--- config.mk ---
export PLATFORM = sky130hd
export DESIGN_NAME = epg_mul
export DESIGN_NICKNAME = d
export VERILOG_FILES = /design/src/hdl/epg_pkg.sv /design/src/hdl/epg_mul.sv
export SDC_FILE = /design/constraint.sdc
export NUM_CORES = 2
export LEC_CHECK = 0
export BUFFER_PORTS_ARGS = -buffer_cell sky130_fd_sc_hd__buf_2
export CAP_MARGIN = 20
export CORE_MARGIN = 5
export CORE_UTILIZATION = 40
export DETAILED_ROUTE_END_ITERATION = 10
export GPL_ROUTABILITY_DRIVEN = 1
export HOLD_SLACK_MARGIN = 0.06
export MAX_ROUTING_LAYER = met4
export PLACE_DENSITY = 0.54
export SYNTH_ARGS = -nofsm -noshare
export SYNTH_HDL_FRONTEND = slang
export SYNTH_SLANG_ARGS = --single-unit
export TNS_END_PERCENT = 5
--- constraint.sdc ---
create_clock -name clk -period 23.2 [get_ports clk]
set_input_delay 4.64 -clock clk [delete_from_list [all_inputs] [get_ports clk]]
set_output_delay 4.64 -clock clk [all_outputs]
set_load 0.05 [all_outputs]
--- src/hdl/epg_pkg.sv ---
// Package for the ellipse point generator: widths, codes, state type and rotation tables.
`timescale 1ns / 1ps

package epg_pkg;

  localparam int MAX_STEPS_DEF = 64;
  localparam int ROM_DEPTH     = 65;
  localparam int STEP_W        = 7;
  localparam int COORD_W       = 32;
  localparam int POINT_W       = 33;
  localparam int MUL_W         = 33;
  localparam int PROD_W        = 2 * MUL_W;
  localparam int THR_W         = 16;
  localparam int SUM_W         = 21;
  localparam int IN_W          = 136;
  localparam int OUT_W         = 72;

  localparam logic [63:0] TWO_PI_Q60 = 64'h6487ED5110B4611A;
  localparam logic [63:0] ONE_Q60    = 64'h1000000000000000;
  localparam logic signed [31:0] ONE_Q30 = 32'sh40000000;
  localparam logic signed [MUL_W-1:0] PI2_Q28 = 33'sd2649351758;
  localparam logic [SUM_W-1:0] SUM_LIMIT = 21'h100000;

  typedef enum logic [1:0] {
    ST_VERTEX,
    ST_BAD_RADIUS,
    ST_EMPTY,
    ST_SATURATED
  } status_t;

  typedef enum logic [3:0] {
    S_IDLE,
    S_AUTO_SUM,
    S_AUTO_MUL,
    S_AUTO_WAIT,
    S_AUTO_RUN,
    S_SETUP,
    S_MX,
    S_MY,
    S_MCC,
    S_MSS,
    S_MSC,
    S_MCS,
    S_ROT,
    S_PUT
  } state_t;

  typedef struct packed {
    logic              done;
    logic [STEP_W-1:0] count;
  } cnt_stat_t;

  typedef logic signed [31:0] rom_t [0:ROM_DEPTH-1];

  // (a * b) >> 60, truncated to 64 bits
  function automatic logic [63:0] mul_q60(input logic [63:0] a, input logic [63:0] b);
    logic [127:0] p;
    p = {64'd0, a} * {64'd0, b};
    return p[123:60];
  endfunction

  // Signed Q60 to Q30, rounding half away from zero
  function automatic logic signed [31:0] q60_to_q30(input logic [63:0] v);
    logic [63:0] mag;
    logic [63:0] q;
    mag = v[63] ? (64'd0 - v) : v;
    q   = (mag + (64'd1 << 29)) >> 30;
    return v[63] ? 32'(64'd0 - q) : 32'(q);
  endfunction

  // Cosine or sine of 2*pi/n for every n, from a Taylor series in Q60.
  function automatic rom_t rom_build(input logic want_sin);
    rom_t        tab;
    logic [63:0] t;
    logic [63:0] t2;
    logic [63:0] st;
    logic [63:0] ss;
    logic [63:0] ct;
    logic [63:0] cs;
    int          n;
    int          k;
    tab[0] = want_sin ? 32'sd0 : ONE_Q30;
    tab[1] = want_sin ? 32'sd0 : ONE_Q30;
    tab[2] = want_sin ? 32'sd0 : -ONE_Q30;
    for (n = 3; n < ROM_DEPTH; n++) begin
      t  = TWO_PI_Q60 / 64'(n);
      t2 = mul_q60(t, t);
      st = t;
      ss = t;
      ct = ONE_Q60;
      cs = ONE_Q60;
      for (k = 1; k <= 25; k++) begin
        st = mul_q60(st, t2) / 64'((2 * k) * (2 * k + 1));
        ct = mul_q60(ct, t2) / 64'((2 * k - 1) * (2 * k));
        if ((k & 1) != 0) begin
          ss = ss - st;
          cs = cs - ct;
        end else begin
          ss = ss + st;
          cs = cs + ct;
        end
      end
      tab[n] = want_sin ? q60_to_q30(ss) : q60_to_q30(cs);
    end
    return tab;
  endfunction

  localparam rom_t ROM_COS = rom_build(1'b0);
  localparam rom_t ROM_SIN = rom_build(1'b1);

endpackage

--- src/hdl/epg_mul.sv ---
// Shared signed multiplier with a registered product.
`timescale 1ns / 1ps

module epg_mul (
  input  logic                                clk,
  input  logic signed [epg_pkg::MUL_W-1:0]    a,
  input  logic signed [epg_pkg::MUL_W-1:0]    b,
  output logic signed [epg_pkg::PROD_W-1:0]   prod
);
  import epg_pkg::*;

  always_ff @(posedge clk) begin
    prod <= a * b;
  end

endmodule

==> run summary <==
placer's final routability congestion estimate: 0.934
adder and majority gate portion of the synthesized area: 62.9%
Final min period: 12.83 ns
CP Capture Type: flop
Worst slew margin: 26.3%
number of hold violations in the final report: 0
biggest registers after layout: prod: 66 flops
top cells by area in the synthesized netlist: sky130_fd_sc_hd__fa_1 (56%), sky130_fd_sc_hd__inv_1 (10%), sky130_fd_sc_hd__and2_1 (8.6%)
clk root buf: sky130_fd_sc_hd__clkbuf_16
Syn Std Cell Area: 40700 um2
gr usage total: 23.2%
post-CTS clock slew at the launch and capture registers of the worst setup and hold paths: 0.07 ns
Synth-to-Final Area Change: 5.05%
synthesized-area fraction occupied by ao, oa, aoi and oai cells: 4.07%
class of the tightest hold or removal check: in2reg
die outline width: 329 um
minimum setup slack after placement: 9.94 ns
warning count from the yosys run: 0
slew of the pin with the lowest slew margin: 1.10 ns
pin count of the biggest net entering global routing: 34
vias in the first global route: 31566
post-cts hold buffer count: 0
Post-Route Utilization: 42.2%
synthesized area per cell: 9.39 um2
cell taking the most area after synthesis: sky130_fd_sc_hd__fa_1
maximum buffer depth of the clock tree: 2
Primary FF master, synth: sky130_fd_sc_hd__dfxtp_1
synthesized-area fraction occupied by xor and xnor cells: 1.46%
final setup margin: 10.37 ns
row cnt: 117
total of cells resized after clock tree synthesis: 0
pins over their slew limit: 0
Setup-failing EPs final: 0
sum of negative setup slack: 0 ns
Clock Sink Count: 66
max-cap check violation count: 0
Final Cycle Share: 55.3%
outcome: finished, final reports clean
Via density: 4.94
setup bufs post-CTS: 0
sequential cell area fraction in the yosys report: 3.24%
net count after synthesis: 5767
count of flip-flops with a built-in enable after synthesis: 0
height of the die: 329 um
area of the die: 108000 um2
wirelength, routed: 115000 um
arrival time reported for the critical path endpoint: 13.13 ns
DR iter-0 viols: 1351
Top Ports: 133
post-detailed-route wirelength per cell: 20.3 um
setup repair after global routing missed its margin: no
Yosys top cell area share: 56.3%
share of cells above drive strength 1: 4.96%
detailed-route via count: 27992
Port Buf Inserts: 132
number of antenna violations at the first check in global routing: 7
start-to-end type of the worst setup path: in2reg
Critical Path RT: 23.51 ns
sort of element at the start of the critical path: input port
TritonCTS clock tree: yes
Fmax achieved: 0.0780 GHz
Yosys reg bits: 66
final HPWL from detailed placement: 92900 um
iteration count of the initial detailed-routing pass: 5
number of instances in the synthesized netlist: 4338
number of nets at the end of the flow: 5717
fraction of registers with async set or reset after synthesis: 0%
dominant combinational cell family by area after synthesis: adder cells
# H-tree levels: 3
flip-flop count of the largest register, all copies and words added: 66
commonest non-fill, non-tap cell in the layout: sky130_fd_sc_hd__fa_1
global-route wire length before repair: 187000 um
Reg with most FFs: prod
Core Area: 101000 um2
simple-gate share of the synthesized area: 15.8%
top library cells by usage in the layout, fill and taps aside: sky130_fd_sc_hd__fa_1 (1145), sky130_fd_sc_hd__inv_1 (1131), sky130_fd_sc_hd__and2_1 (562)
overflow left after global routing: 0
number of buffers added by the clock tree synthesis step: 9
initial core utilization: 40.2%
multiplexer share of the synthesized area: 0%
number of remaining DRC errors: 0
biggest fanout along the worst timing path: 33
remaining antenna violation count after routing: 0
count of cell types in the netlist: 80
metrics by stage:
| step | hold WS (ns) | std cells | cell area (um2) |
|---|---|---|---|
| floorplan | 4.77 | 4338 | 40700 |
| global placement | 5.11 | 5645 | 42500 |
| detailed placement | 5.11 | 5645 | 42500 |
| CTS | 4.83 | 5661 | 42800 |
| global route | 4.88 | 5666 | 42800 |
| finish | 4.88 | 5669 | 42800 |
worst max-delay path, cell delays in order:
cell	delay (ns)
sky130_fd_sc_hd__buf_2	0.65
sky130_fd_sc_hd__nand2_1	0.27
sky130_fd_sc_hd__inv_1	0.16
sky130_fd_sc_hd__fa_1	0.48
sky130_fd_sc_hd__fa_1	0.53
sky130_fd_sc_hd__inv_1	0.15
sky130_fd_sc_hd__fa_1	0.58
sky130_fd_sc_hd__inv_1	0.07
sky130_fd_sc_hd__fa_1	1.19
sky130_fd_sc_hd__fa_1	0.59
sky130_fd_sc_hd__fa_1	0.52
sky130_fd_sc_hd__fa_1	0.51
sky130_fd_sc_hd__inv_1	0.05
sky130_fd_sc_hd__fa_1	0.52
sky130_fd_sc_hd__inv_1	0.05
sky130_fd_sc_hd__ha_1	0.43
sky130_fd_sc_hd__nand4_1	0.22
sky130_fd_sc_hd__nor3_1	0.53
sky130_fd_sc_hd__o311ai_4	0.29
sky130_fd_sc_hd__nand3_2	0.26
sky130_fd_sc_hd__a211oi_1	0.10
sky130_fd_sc_hd__a311oi_1	0.29
logic make-up after synthesis:
family,after synthesis
fa+ha+maj,1362
buf+inv,1352
simple gates,1271
compound gates,219
xor+xnor,68
flops,66
cell type report:
cell class                      count  area (um2)
Fill cell                       10068       58700
Clock inverter                      5        52.6
Tap cell                         1368        1710
Timing Repair Buffer              160         871
Inverter                         1131        4250
Clock buffer                       11         253
Sequential cell                    66        1320
Antenna cell                        8        20.0
Multi-Input combinational cell   2920       34300
final timing paths:
| path | startpoint | to | slack [ns] | cells after the start |
|---|---|---|---|---|
| worst max-delay path | b[6] | prod[64] | 10.37 | 22 |
| worst min-delay path | b[0] | prod[0] | 4.88 | 2 |
cell usage after synthesis (all sizes together) (5+ instances only):
master     n
o31ai      7
ha       217
a31oi      9
nand2b    12
a21o      38
buf       13
inv     1131
nand4     12
nor3       7
xor2      25
o211ai     5
dfxtp     66
nor2      68
fa      1145
nand3     26
a211o      6
o21a       6
a21oi     61
o21ai     33
xnor2     43
a211oi    11
and3       6
clkbuf   208
and2     563
nor2b      5
and4       5
o21bai    11
nand2    551
per-layer routing:
layer  wire [um]  track usage (%)  up-vias
met3        6710             4.23      160
met4        3310             6.09        0
met5           0                -        -
li1            -                -    12239
met2       57400             38.7      653
met1       47800             29.4    14940
Power is not shown: default switching activity piles up to over one toggle a cycle in this logic, so the estimate is an artifact.
