===== src/hdl/epg_pkg.sv =====
// Package for the ellipse point generator: widths, codes, state type and rotation tables.
`timescale 1ns / 1ps

package epg_pkg;

  localparam int MAX_STEPS_DEF = 64;
  localparam int ROM_DEPTH     = 65;
  localparam int STEP_W        = 7;
  localparam int COORD_W       = 32;
  localparam int POINT_W       = 33;
  localparam int MUL_W         = 33;
  localparam int PROD_W        = 2 * MUL_W;
  localparam int THR_W         = 16;
  localparam int SUM_W         = 21;
  localparam int IN_W          = 136;
  localparam int OUT_W         = 72;

  localparam logic [63:0] TWO_PI_Q60 = 64'h6487ED5110B4611A;
  localparam logic [63:0] ONE_Q60    = 64'h1000000000000000;
  localparam logic signed [31:0] ONE_Q30 = 32'sh40000000;
  localparam logic signed [MUL_W-1:0] PI2_Q28 = 33'sd2649351758;
  localparam logic [SUM_W-1:0] SUM_LIMIT = 21'h100000;

  typedef enum logic [1:0] {
    ST_VERTEX,
    ST_BAD_RADIUS,
    ST_EMPTY,
    ST_SATURATED
  } status_t;

  typedef enum logic [3:0] {
    S_IDLE,
    S_AUTO_SUM,
    S_AUTO_MUL,
    S_AUTO_WAIT,
    S_AUTO_RUN,
    S_SETUP,
    S_MX,
    S_MY,
    S_MCC,
    S_MSS,
    S_MSC,
    S_MCS,
    S_ROT,
    S_PUT
  } state_t;

  typedef struct packed {
    logic              done;
    logic [STEP_W-1:0] count;
  } cnt_stat_t;

  typedef logic signed [31:0] rom_t [0:ROM_DEPTH-1];

  // (a * b) >> 60, truncated to 64 bits
  function automatic logic [63:0] mul_q60(input logic [63:0] a, input logic [63:0] b);
    logic [127:0] p;
    p = {64'd0, a} * {64'd0, b};
    return p[123:60];
  endfunction

  // Signed Q60 to Q30, rounding half away from zero
  function automatic logic signed [31:0] q60_to_q30(input logic [63:0] v);
    logic [63:0] mag;
    logic [63:0] q;
    mag = v[63] ? (64'd0 - v) : v;
    q   = (mag + (64'd1 << 29)) >> 30;
    return v[63] ? 32'(64'd0 - q) : 32'(q);
  endfunction

  // Cosine or sine of 2*pi/n for every n, from a Taylor series in Q60.
  function automatic rom_t rom_build(input logic want_sin);
    rom_t        tab;
    logic [63:0] t;
    logic [63:0] t2;
    logic [63:0] st;
    logic [63:0] ss;
    logic [63:0] ct;
    logic [63:0] cs;
    int          n;
    int          k;
    tab[0] = want_sin ? 32'sd0 : ONE_Q30;
    tab[1] = want_sin ? 32'sd0 : ONE_Q30;
    tab[2] = want_sin ? 32'sd0 : -ONE_Q30;
    for (n = 3; n < ROM_DEPTH; n++) begin
      t  = TWO_PI_Q60 / 64'(n);
      t2 = mul_q60(t, t);
      st = t;
      ss = t;
      ct = ONE_Q60;
      cs = ONE_Q60;
      for (k = 1; k <= 25; k++) begin
        st = mul_q60(st, t2) / 64'((2 * k) * (2 * k + 1));
        ct = mul_q60(ct, t2) / 64'((2 * k - 1) * (2 * k));
        if ((k & 1) != 0) begin
          ss = ss - st;
          cs = cs - ct;
        end else begin
          ss = ss + st;
          cs = cs + ct;
        end
      end
      tab[n] = want_sin ? q60_to_q30(ss) : q60_to_q30(cs);
    end
    return tab;
  endfunction

  localparam rom_t ROM_COS = rom_build(1'b0);
  localparam rom_t ROM_SIN = rom_build(1'b1);

endpackage


===== src/hdl/epg_autocnt.sv =====
// Automatic vertex count: steps k upward while (k+1)^2 stays within the threshold.
`timescale 1ns / 1ps

module epg_autocnt #(
  parameter int MAX_STEPS = epg_pkg::MAX_STEPS_DEF
) (
  input  logic                        clk,
  input  logic                        rst,
  input  logic                        start,
  input  logic [epg_pkg::THR_W-1:0]   thr,
  output epg_pkg::cnt_stat_t          stat
);
  import epg_pkg::*;

  localparam int SQ_W = $clog2((MAX_STEPS + 2) * (MAX_STEPS + 2) + 1);
  localparam int CW   = (SQ_W > THR_W) ? SQ_W : THR_W;

  logic              busy;
  logic [STEP_W-1:0] k;
  logic [SQ_W-1:0]   sq;
  logic [THR_W-1:0]  thr_q;
  logic              step_ok;

  // sq always holds (k+1)^2
  assign step_ok = (k < STEP_W'(MAX_STEPS + 1)) && (CW'(sq) <= CW'(thr_q));

  always_ff @(posedge clk) begin
    if (rst) begin
      busy <= 1'b0;
    end else if (start) begin
      busy <= 1'b1;
    end else if (busy && !step_ok) begin
      busy <= 1'b0;
    end
  end

  always_ff @(posedge clk) begin
    if (start) begin
      k     <= '0;
      sq    <= SQ_W'(1);
      thr_q <= thr;
    end else if (busy && step_ok) begin
      k  <= k + 1'b1;
      sq <= sq + SQ_W'(2 * int'(k) + 3);
    end
  end

  assign stat.done  = busy && !step_ok;
  assign stat.count = k;

endmodule


===== config.mk =====
export PLATFORM = sky130hd
export DESIGN_NAME = epg_autocnt
export DESIGN_NICKNAME = d
export VERILOG_FILES = /design/src/hdl/epg_pkg.sv /design/src/hdl/epg_autocnt.sv
export SDC_FILE = /design/constraint.sdc
export NUM_CORES = 1
export LEC_CHECK = 0
export BUFFER_PORTS_ARGS = -buffer_cell sky130_fd_sc_hd__clkbuf_2
export CAP_MARGIN = 20
export CELL_PAD_IN_SITES_DETAIL_PLACEMENT = 2
export CELL_PAD_IN_SITES_GLOBAL_PLACEMENT = 2
export CORE_MARGIN = 2
export CORE_UTILIZATION = 36
export DETAILED_ROUTE_END_ITERATION = 12
export GPL_ROUTABILITY_DRIVEN = 0
export MAX_ROUTING_LAYER = met4
export PLACE_DENSITY = 0.89
export SYNTH_ARGS = -nofsm -noshare
export SYNTH_HDL_FRONTEND = slang
export SYNTH_SLANG_ARGS = --single-unit
export TNS_END_PERCENT = 10

===== constraint.sdc =====
create_clock -name clk -period 3.8 [get_ports clk]
set_input_delay 1.14 -clock clk [delete_from_list [all_inputs] [get_ports clk]]
set_output_delay 1.14 -clock clk [all_outputs]
set_load 0.01 [all_outputs]

==> out/results.env, run 1 <==
STATUS='finished, final reports clean'
START_KIND='register'
PLACED_CELLS_INCL_TAPS=319
CLK-INSERTION-DELAY-LATE_NS=0.30
DP_WIRELENGTH_UM=4323
POST_SYNTH_FA_HA_MAJ_AREA_FRACTION=0.1748
FINAL_PERIOD_MINUS_WORST_SETUP_SLACK_NS=3.499
RSZ0062_AT_GRT='no'
GRT.OVERFLOW.TOTAL=0
SYNTH_TOP_CELLS_BY_COUNT='sky130_fd_sc_hd__ha_1, sky130_fd_sc_hd__a21oi_1, sky130_fd_sc_hd__dfxtp_1, sky130_fd_sc_hd__inv_1, sky130_fd_sc_hd__nand3_1'
SYNTH.LIB_CELLS_USED.DISTINCT=38
FULL_DIE_AREA_SQ_UM=6726
COMPOUND_GATE_PORTION_OF_THE_SYNTHESIZED_AREA=0.1639
TIMING.SETUP.CRITICAL_PATH_CLASS='register to output port'
DIE_WIDTH_UM=82.01
SYNTHARSTFLOPSHARE=0
ACHIEVABLE-FREQUENCY_MHz=285.8
VERTICAL_DIE_DIMENSION_UM=82.01
ANTENNA_LEFT=0
END_KIND='output port'
SYNTH_AREA_PER_CELL_SQ_UM=9.781
TIMING.FINAL.WS_SETUP_NS=0.3014
SW_FRAC_OF_TOTAL=0.2769
FIRST_GLOBAL_VIAS=2046
NETS=300
LAYOUT-DRIVE-GT1-SHARE=0.1786
FINALNONFILLERCELLS=327
FLOW.AREA_GROWTH_FROM_SYNTHESIS_PCT=12.79
ROWS=28
FILLERS=641
TIMING.FINAL.CRIT_SHARE=0.9207
FINALHOLDVIOLCOUNT=0
TIGHTESTPINTRANSITION_NS=0.9233
CLOCKBUFFERDEPTH=2
CPMAXSTAGEDELAYCELL='sky130_fd_sc_hd__or4_4'
SYNTH_MOST_COMMON_CELL='sky130_fd_sc_hd__ha_1'
SEQ_POWER_SHARE=0.532
NUMBER_OF_ANTENNA_VIOLATIONS_AT_THE_FIRST_CHECK_IN_GLOBAL_ROUTING=0
GRTUSAGETOTAL=0.2066
TIMING.SLEW.HEADROOM=0.3845
CRITICAL_PATH.N_BUFFERS_INVERTERS=1
CP_CELL_SEQUENCE='or3_1 > or4_4 > a21o_1 > a31oi_2 > o21a_1 > clkbuf_2'
START_UTIL=0.3722
LARGEST_FAMILY_OF_LOGIC_CELLS_BY_SYNTHESIZED_AREA='adder cells'
POWER.SHARE.CLOCK=0.327
COMB_POWER_SHARE=0.141
MAXCAPVIOLATIONS=0
LIBRARY_CELL_OCCUPYING_THE_MOST_AREA_IN_THE_POST_SYNTHESIS_NETLIST='sky130_fd_sc_hd__edfxtp_1'
HOLD_PATH_CLASS='register to register'
ARRIVAL_NS=2.36
TOTAL_VIA_COUNT_AFTER_DETAILED_ROUTING=1857
POSTSYNTHREGISTERBITS=37
CLOCK_TREE_FROM_TRITONCTS='built'
TIMING.CLOCK.SKEW_NS=0.004601
CLOCKROOTBUFFER='sky130_fd_sc_hd__clkbuf_8'
DPL_WORST_SLACK_NS=0.6422
SYNTH_AREA_LEADERS='sky130_fd_sc_hd__edfxtp_1, sky130_fd_sc_hd__dfxtp_1, sky130_fd_sc_hd__ha_1'
MUXSHAREOFSYNTHAREA=0.02570
CELL_CLASS_CONTRIBUTING_THE_BIGGEST_SHARE_OF_WORST_PATH_DELAY='simple AND/OR/NAND/NOR gates'
SYNTH_SIMPLE_GATE_AREA_SHARE=0.1531
TOTALNEGATIVESETUPSLACK_NS=0
FLOORPLAN.CORE_AREA_SQ_UM=5886
CLOCK_TREE.HTREE_LEVEL_COUNT=2
CLK_TRANSITION_REPORTED_PATHS_NS=0.07
POST_SYNTHESIS_INSTANCE_AREA_SQ_UM=2191
POWER.INTERNAL_uW=612.5
WL_PER_CELL_UM=17.98
DPL-INSTANCE-AREA_SQ_UM=2389
LARGEST_NET_DEGREE_AT_THE_START_OF_GLOBAL_ROUTING=42
P_LEAK_nW=1.079
SEQUENTIAL_CELL_AREA_FRACTION_IN_THE_YOSYS_REPORT=0.4112
CTS.REPAIR.RESIZED=0
CELLPOWERDENSITY_nW_PER_UM2=342.8
CTS_HOLD_BUFFERS=0
SYNTH_TOP_FLOP_CELL='sky130_fd_sc_hd__dfxtp_1'
SYN_NETS=273
CTS_POST_SETUP_BUFFERS_INSERTED=0
CRITICAL_PATH_PEAK_FANOUT=2
DR.PASS1.ITERS=4
WORST_PATH_LARGEST_CELL_DELAY_NS=0.56
POWER.SWITCHING_uW=234.5
DRT_ITER0_DRC=70
WORSTPATHREQUIRED_NS=2.66
ANTENNA-DIODE-COUNT=0
SYNTHXORXNORAREAFRAC=0.01999
MAXSLEWVIOLCOUNT=0
SYNTHCELLS=224
LAYOUT.CELL_AREA.NON_FILLER_SQ_UM=2471
TRITONCTS_BUFFERS=5
IO-PIN-COUNT=27
PORTBUFFERS=26
VDD_IR_DROP_MAX_mV=0.1976
TOTAL_ROUTED_LENGTH_UM=5880
ROUTE.DETAILED.VIAS_PER_INST=5.679
CLOCK_SINK_COUNT=37
GRT_FIRST_PASS_WIRELENGTH_UM=9922
SYNTHDOMINANTCELLAREASHARE=0.2193
TIMING.FINAL.SETUP_VIOLATIONS=0
DETAIL_ROUTE.DRC_VIOLATIONS=0
SYNTH-EDFF-COUNT=16
SYNTH_WARNINGS=0
-- path summary, 6_finish.rpt --
check | cells past startpoint | from | slack, ns | endpoint
worst min register to register | 2 | sq[4] | 0.53 | sq[4]
worst min-delay path | 2 | sq[4] | 0.53 | sq[4]
worst max register to register | 11 | k[0] | 0.77 | sq[11]
worst max-delay path | 6 | thr_q[15] | 0.30 | stat[7]
-- logic make-up (layout without fill, tap and decap cells) --
family                   Yosys count  after routing
AO/OA/AOI/OAI                     58             58
buffers and inverters             27             55
flip-flops                        37             37
multiplexers                       5              5
adder cells (fa/ha/maj)           30             30
XOR/XNOR                           5              5
AND/OR/NAND/NOR                   62             62
-- state kept, by name, summed over array words and instances, names as in the netlist --
| signal | flops |
|---|---|
| thr_q | 16 |
| sq | 13 |
| k | 7 |
| busy | 1 |
-- cell type report --
cell class / instances / area (sq um) / area share
Clock buffer: 6 / 72.57 / 0.02937
Tap cell: 75 / 93.84 / 0.03797
Multi-Input combinational cell: 160 / 1177 / 0.4765
Timing Repair Buffer: 28 / 145.1 / 0.05873
Sequential cell: 37 / 900.9 / 0.3646
Clock inverter: 2 / 10.01 / 0.004051
Inverter: 19 / 71.32 / 0.02886
-- tightest hold or removal path, cell delays in order, from the launching register on --
cell                      delay [ns]
sky130_fd_sc_hd__dfxtp_1        0.34
sky130_fd_sc_hd__o21ai_0        0.08
sky130_fd_sc_hd__a21oi_1        0.06
-- layer usage --
metal  vias to the layer above  share of wire  GRT usage
li1                        885              -          -
met1                       928           0.40     0.2134
met2                        29           0.54     0.3821
met3                        15          0.029    0.03736
met4                         0          0.025    0.08667
met5                         -              0          -
-- through the flow --
stage            util  power (mW)  hold slack (ns)
2_1_floorplan       -      0.5309           0.4704
3_3_place_gp   0.4058      0.5662           0.4972
3_5_place_dp   0.4058      0.5792           0.5163
4_1_cts        0.4199      0.8591           0.5418
5_1_grt        0.4199      0.8907           0.5578
6_report       0.4199      0.8471           0.5319
-- layout by cell type, fill, tap and decap left out, types with 2 or more instances in the layout --
cell | netlist | routed
sky130_fd_sc_hd__a21oi_1 | 22 | 22
sky130_fd_sc_hd__mux2_2 | 5 | 5
sky130_fd_sc_hd__a211oi_1 | 3 | 3
sky130_fd_sc_hd__nor4_1 | 3 | 3
sky130_fd_sc_hd__o21ai_0 | 14 | 14
sky130_fd_sc_hd__clkinv_2 | 0 | 2
sky130_fd_sc_hd__xnor2_1 | 5 | 5
sky130_fd_sc_hd__ha_1 | 29 | 29
sky130_fd_sc_hd__nand4_1 | 3 | 3
sky130_fd_sc_hd__or3_1 | 2 | 2
sky130_fd_sc_hd__nand3_1 | 18 | 18
sky130_fd_sc_hd__o31ai_1 | 3 | 3
sky130_fd_sc_hd__nand2_1 | 5 | 5
sky130_fd_sc_hd__buf_4 | 1 | 2
sky130_fd_sc_hd__o21a_1 | 2 | 2
sky130_fd_sc_hd__clkbuf_8 | 0 | 5
sky130_fd_sc_hd__edfxtp_1 | 16 | 16
sky130_fd_sc_hd__nor2_1 | 12 | 12
sky130_fd_sc_hd__inv_1 | 19 | 19
sky130_fd_sc_hd__nor3_1 | 3 | 3
sky130_fd_sc_hd__nor2b_1 | 7 | 7
sky130_fd_sc_hd__or4_1 | 5 | 5
sky130_fd_sc_hd__o211ai_1 | 3 | 3
sky130_fd_sc_hd__dfxtp_1 | 21 | 21
sky130_fd_sc_hd__a21o_1 | 3 | 3
sky130_fd_sc_hd__clkbuf_2 | 0 | 26
-- power groups by stage --
stage          Sequential, mW  Combinational, mW  Clock, mW
6_report                0.451              0.119      0.277
3_3_place_gp            0.459              0.107          0
3_5_place_dp            0.460              0.119          0
2_1_floorplan           0.455             0.0755          0
5_1_grt                 0.454              0.136      0.300
4_1_cts                 0.451              0.121      0.287
(Power assumes the default switching activity.)
==> run 2, diff against run 1 <==
BUFFER_PORTS_ARGS = -buffer_cell sky130_fd_sc_hd__buf_4   (was -buffer_cell sky130_fd_sc_hd__clkbuf_2)
CORE_ASPECT_RATIO = 0.5   (was default)
CORE_MARGIN = 3   (was 2)
==> out/results.env, run 2 (synthesis gave the netlist of run 1 again) <==
ROWS=19  # -32%
VERTICAL_DIE_DIMENSION_UM=61.16  # -25%
VDD_IR_DROP_MAX_mV=0.2870  # +45%
MOSTFREQUENTLAYOUTCELLS='sky130_fd_sc_hd__ha_1, sky130_fd_sc_hd__buf_4, sky130_fd_sc_hd__a21oi_1'
CELLPOWERDENSITY_nW_PER_UM2=412.8  # +20%
CLK_TRANSITION_REPORTED_PATHS_NS=0.06  # about the same
LAYOUT.CELL_AREA.NON_FILLER_SQ_UM=2618  # +5.9%
IO-PIN-COUNT=27  # unchanged
HOLD_PATH_CLASS='register to register'
ANTENNA_LEFT=0  # unchanged
TOTALNEGATIVESETUPSLACK_NS=0  # unchanged
RSZ0062_AT_GRT='no'
ARRIVAL_NS=3.77  # +1.41 ns
CLK-INSERTION-DELAY-LATE_NS=0.29  # about the same
CP_CELL_SEQUENCE='inv_1 > ha_1 > inv_1 > ha_1 > fa_1 > a211oi_1 > o21bai_1 > a2111oi_0 > or3_1 > nor4_1 > mux2_2'
LAYOUT_COMMONEST_CELL='sky130_fd_sc_hd__ha_1'
DIE_WIDTH_UM=116.3  # +42%
NETS=300  # unchanged
START_UTIL=0.3856  # +0.01336
LARGEST_REGISTERS='thr_q: 16 flops, sq: 13 flops, k: 7 flops'
CLOCK_SINK_COUNT=37  # unchanged
DRT_ITER0_DRC=137  # +96%
TIMING.FINAL.SETUP_VIOLATIONS=0  # unchanged
NUMBER_OF_ANTENNA_VIOLATIONS_AT_THE_FIRST_CHECK_IN_GLOBAL_ROUTING=0  # unchanged
END_KIND='register'
FULL_DIE_AREA_SQ_UM=7114  # +5.8%
TRITONCTS_BUFFERS=5  # unchanged
FIRST_GLOBAL_VIAS=2248  # +9.9%
P_LEAK_nW=1.130  # +4.7%
TOTAL_ROUTED_LENGTH_UM=8550  # +45%
GRT_FIRST_PASS_WIRELENGTH_UM=13090  # +32%
FINALNONFILLERCELLS=325  # -0.61%
TOTAL_VIA_COUNT_AFTER_DETAILED_ROUTING=2004  # +7.9%
WORSTPATHREQUIRED_NS=3.98  # +1.32 ns
LARGEST_NET_DEGREE_AT_THE_START_OF_GLOBAL_ROUTING=42  # unchanged
TIMING.FINAL.CRIT_SHARE=0.9472  # +0.02654
CELL_CLASS_CONTRIBUTING_THE_BIGGEST_SHARE_OF_WORST_PATH_DELAY='compound AO/OA/AOI/OAI gates'
ACHIEVABLE-FREQUENCY_MHz=277.8  # -2.8%
LAYOUT-DRIVE-GT1-SHARE=0.1786  # unchanged
DETAIL_ROUTE.DRC_VIOLATIONS=0  # unchanged
CLOCK_TREE_FROM_TRITONCTS='built'
CRITICAL_PATH_PEAK_FANOUT=6  # +4
STATUS='finished, final reports clean'
TIGHTESTPINTRANSITION_NS=0.8753  # -0.04801 ns
DPL-INSTANCE-AREA_SQ_UM=2451  # +2.6%
DPL_WORST_SLACK_NS=0.4882  # -0.1540 ns
CPMAXSTAGEDELAYCELL='sky130_fd_sc_hd__a2111oi_0'
TIMING.SLEW.HEADROOM=0.4153  # +0.03080
PORTBUFFERS=26  # unchanged
LARGEST_REG_FLOPS=16  # unchanged
TIMING.FINAL.WS_SETUP_NS=0.2006  # -0.1008 ns
CLOCKROOTBUFFER='sky130_fd_sc_hd__clkbuf_16'
GRT.OVERFLOW.TOTAL=0  # unchanged
DP_WIRELENGTH_UM=4960  # +15%
CLOCKBUFFERDEPTH=2  # unchanged
FLOW.AREA_GROWTH_FROM_SYNTHESIS_PCT=19.47
MAXCAPVIOLATIONS=0  # unchanged
MAXSLEWVIOLCOUNT=0  # unchanged
ROUTE.DETAILED.VIAS_PER_INST=6.166  # +8.6%
CRITICAL_PATH.N_BUFFERS_INVERTERS=2  # +1
FINAL_PERIOD_MINUS_WORST_SETUP_SLACK_NS=3.599  # +0.1008 ns
START_KIND='register'
FLOORPLAN.CORE_AREA_SQ_UM=5682  # -3.5%
PLACED_CELLS_INCL_TAPS=317  # -0.63%
CTS_POST_SETUP_BUFFERS_INSERTED=0  # unchanged
GRTUSAGETOTAL=0.2638  # +0.05722
DR.PASS1.ITERS=4  # unchanged
FINALHOLDVIOLCOUNT=0  # unchanged
CTS_HOLD_BUFFERS=0  # unchanged
WORST_PATH_LARGEST_CELL_DELAY_NS=0.60  # +0.04 ns
CLOCK_TREE.HTREE_LEVEL_COUNT=2  # unchanged
WL_PER_CELL_UM=26.31  # +46%
ANTENNA-DIODE-COUNT=0  # unchanged
TIMING.CLOCK.SKEW_NS=0.004826  # +0.0002251 ns
TIMING.SETUP.CRITICAL_PATH_CLASS='register to register'
CTS.REPAIR.RESIZED=0  # unchanged
LARGEST-REGISTER='thr_q'
run 2: cell count changes in the layout (fill, tap and decap cells not counted), moves of 2 or more:
cell	delta
sky130_fd_sc_hd__buf_4	+26
sky130_fd_sc_hd__clkbuf_2	-26
sky130_fd_sc_hd__clkbuf_8	-5
sky130_fd_sc_hd__clkbuf_16	+5
sky130_fd_sc_hd__clkinv_2	-2
run 2: final cells by class:
class | count | area, sq um
timing repair buffer | 28 | 210.2
tap | 73 | 91.34
clock buffer | 5 | 125.1
inverter | 19 | 71.32
sequential | 37 | 900.9
clock inverter | 3 | 41.29
multi-input combinational | 160 | 1177
fill | 581 | 3064
run 2: through the flow:
stage / utilization / power [mW] / hold WS [ns]
detailed placement: 0.4314 / 0.5870 / 0.5244
finish: 0.4607 / 1.081 / 0.5670
floorplan: - / 0.5309 / 0.4704
CTS: 0.4607 / 1.083 / 0.5514
global route: 0.4607 / 1.110 / 0.5804
global placement: 0.4314 / 0.5693 / 0.4926
run 2: layer usage:
| layer | vias up | routed length (um) | track usage |
|---|---|---|---|
| met5 | - | 0 | - |
| met4 | 0 | 335 | 0.1174 |
| met3 | 30 | 387 | 0.05986 |
| met2 | 74 | 4366 | 0.4748 |
| met1 | 1019 | 3461 | 0.2860 |
| li1 | 881 | - | - |
run 2: power by group:
group          switching, mW  internal [mW]
clock                  0.175          0.307
sequential            0.0174          0.438
combinational         0.0859         0.0566
total                  0.279          0.802
run 2: worst min-delay path, stage by stage (launching register included):
cell and delay [ns]:
sky130_fd_sc_hd__dfxtp_1 0.34, sky130_fd_sc_hd__o21ai_0 0.11, sky130_fd_sc_hd__a21oi_1 0.07
run 2: final timing paths:
kind                            startpoint  endpoint  slack [ns]  cells past startpoint
worst max-delay path                  k[0]    sq[11]        0.20                     11
worst min-delay path                 sq[1]     sq[1]        0.57                      2
worst max register to register        k[0]    sq[11]        0.20                     11
worst min register to register       sq[1]     sq[1]        0.57                      2
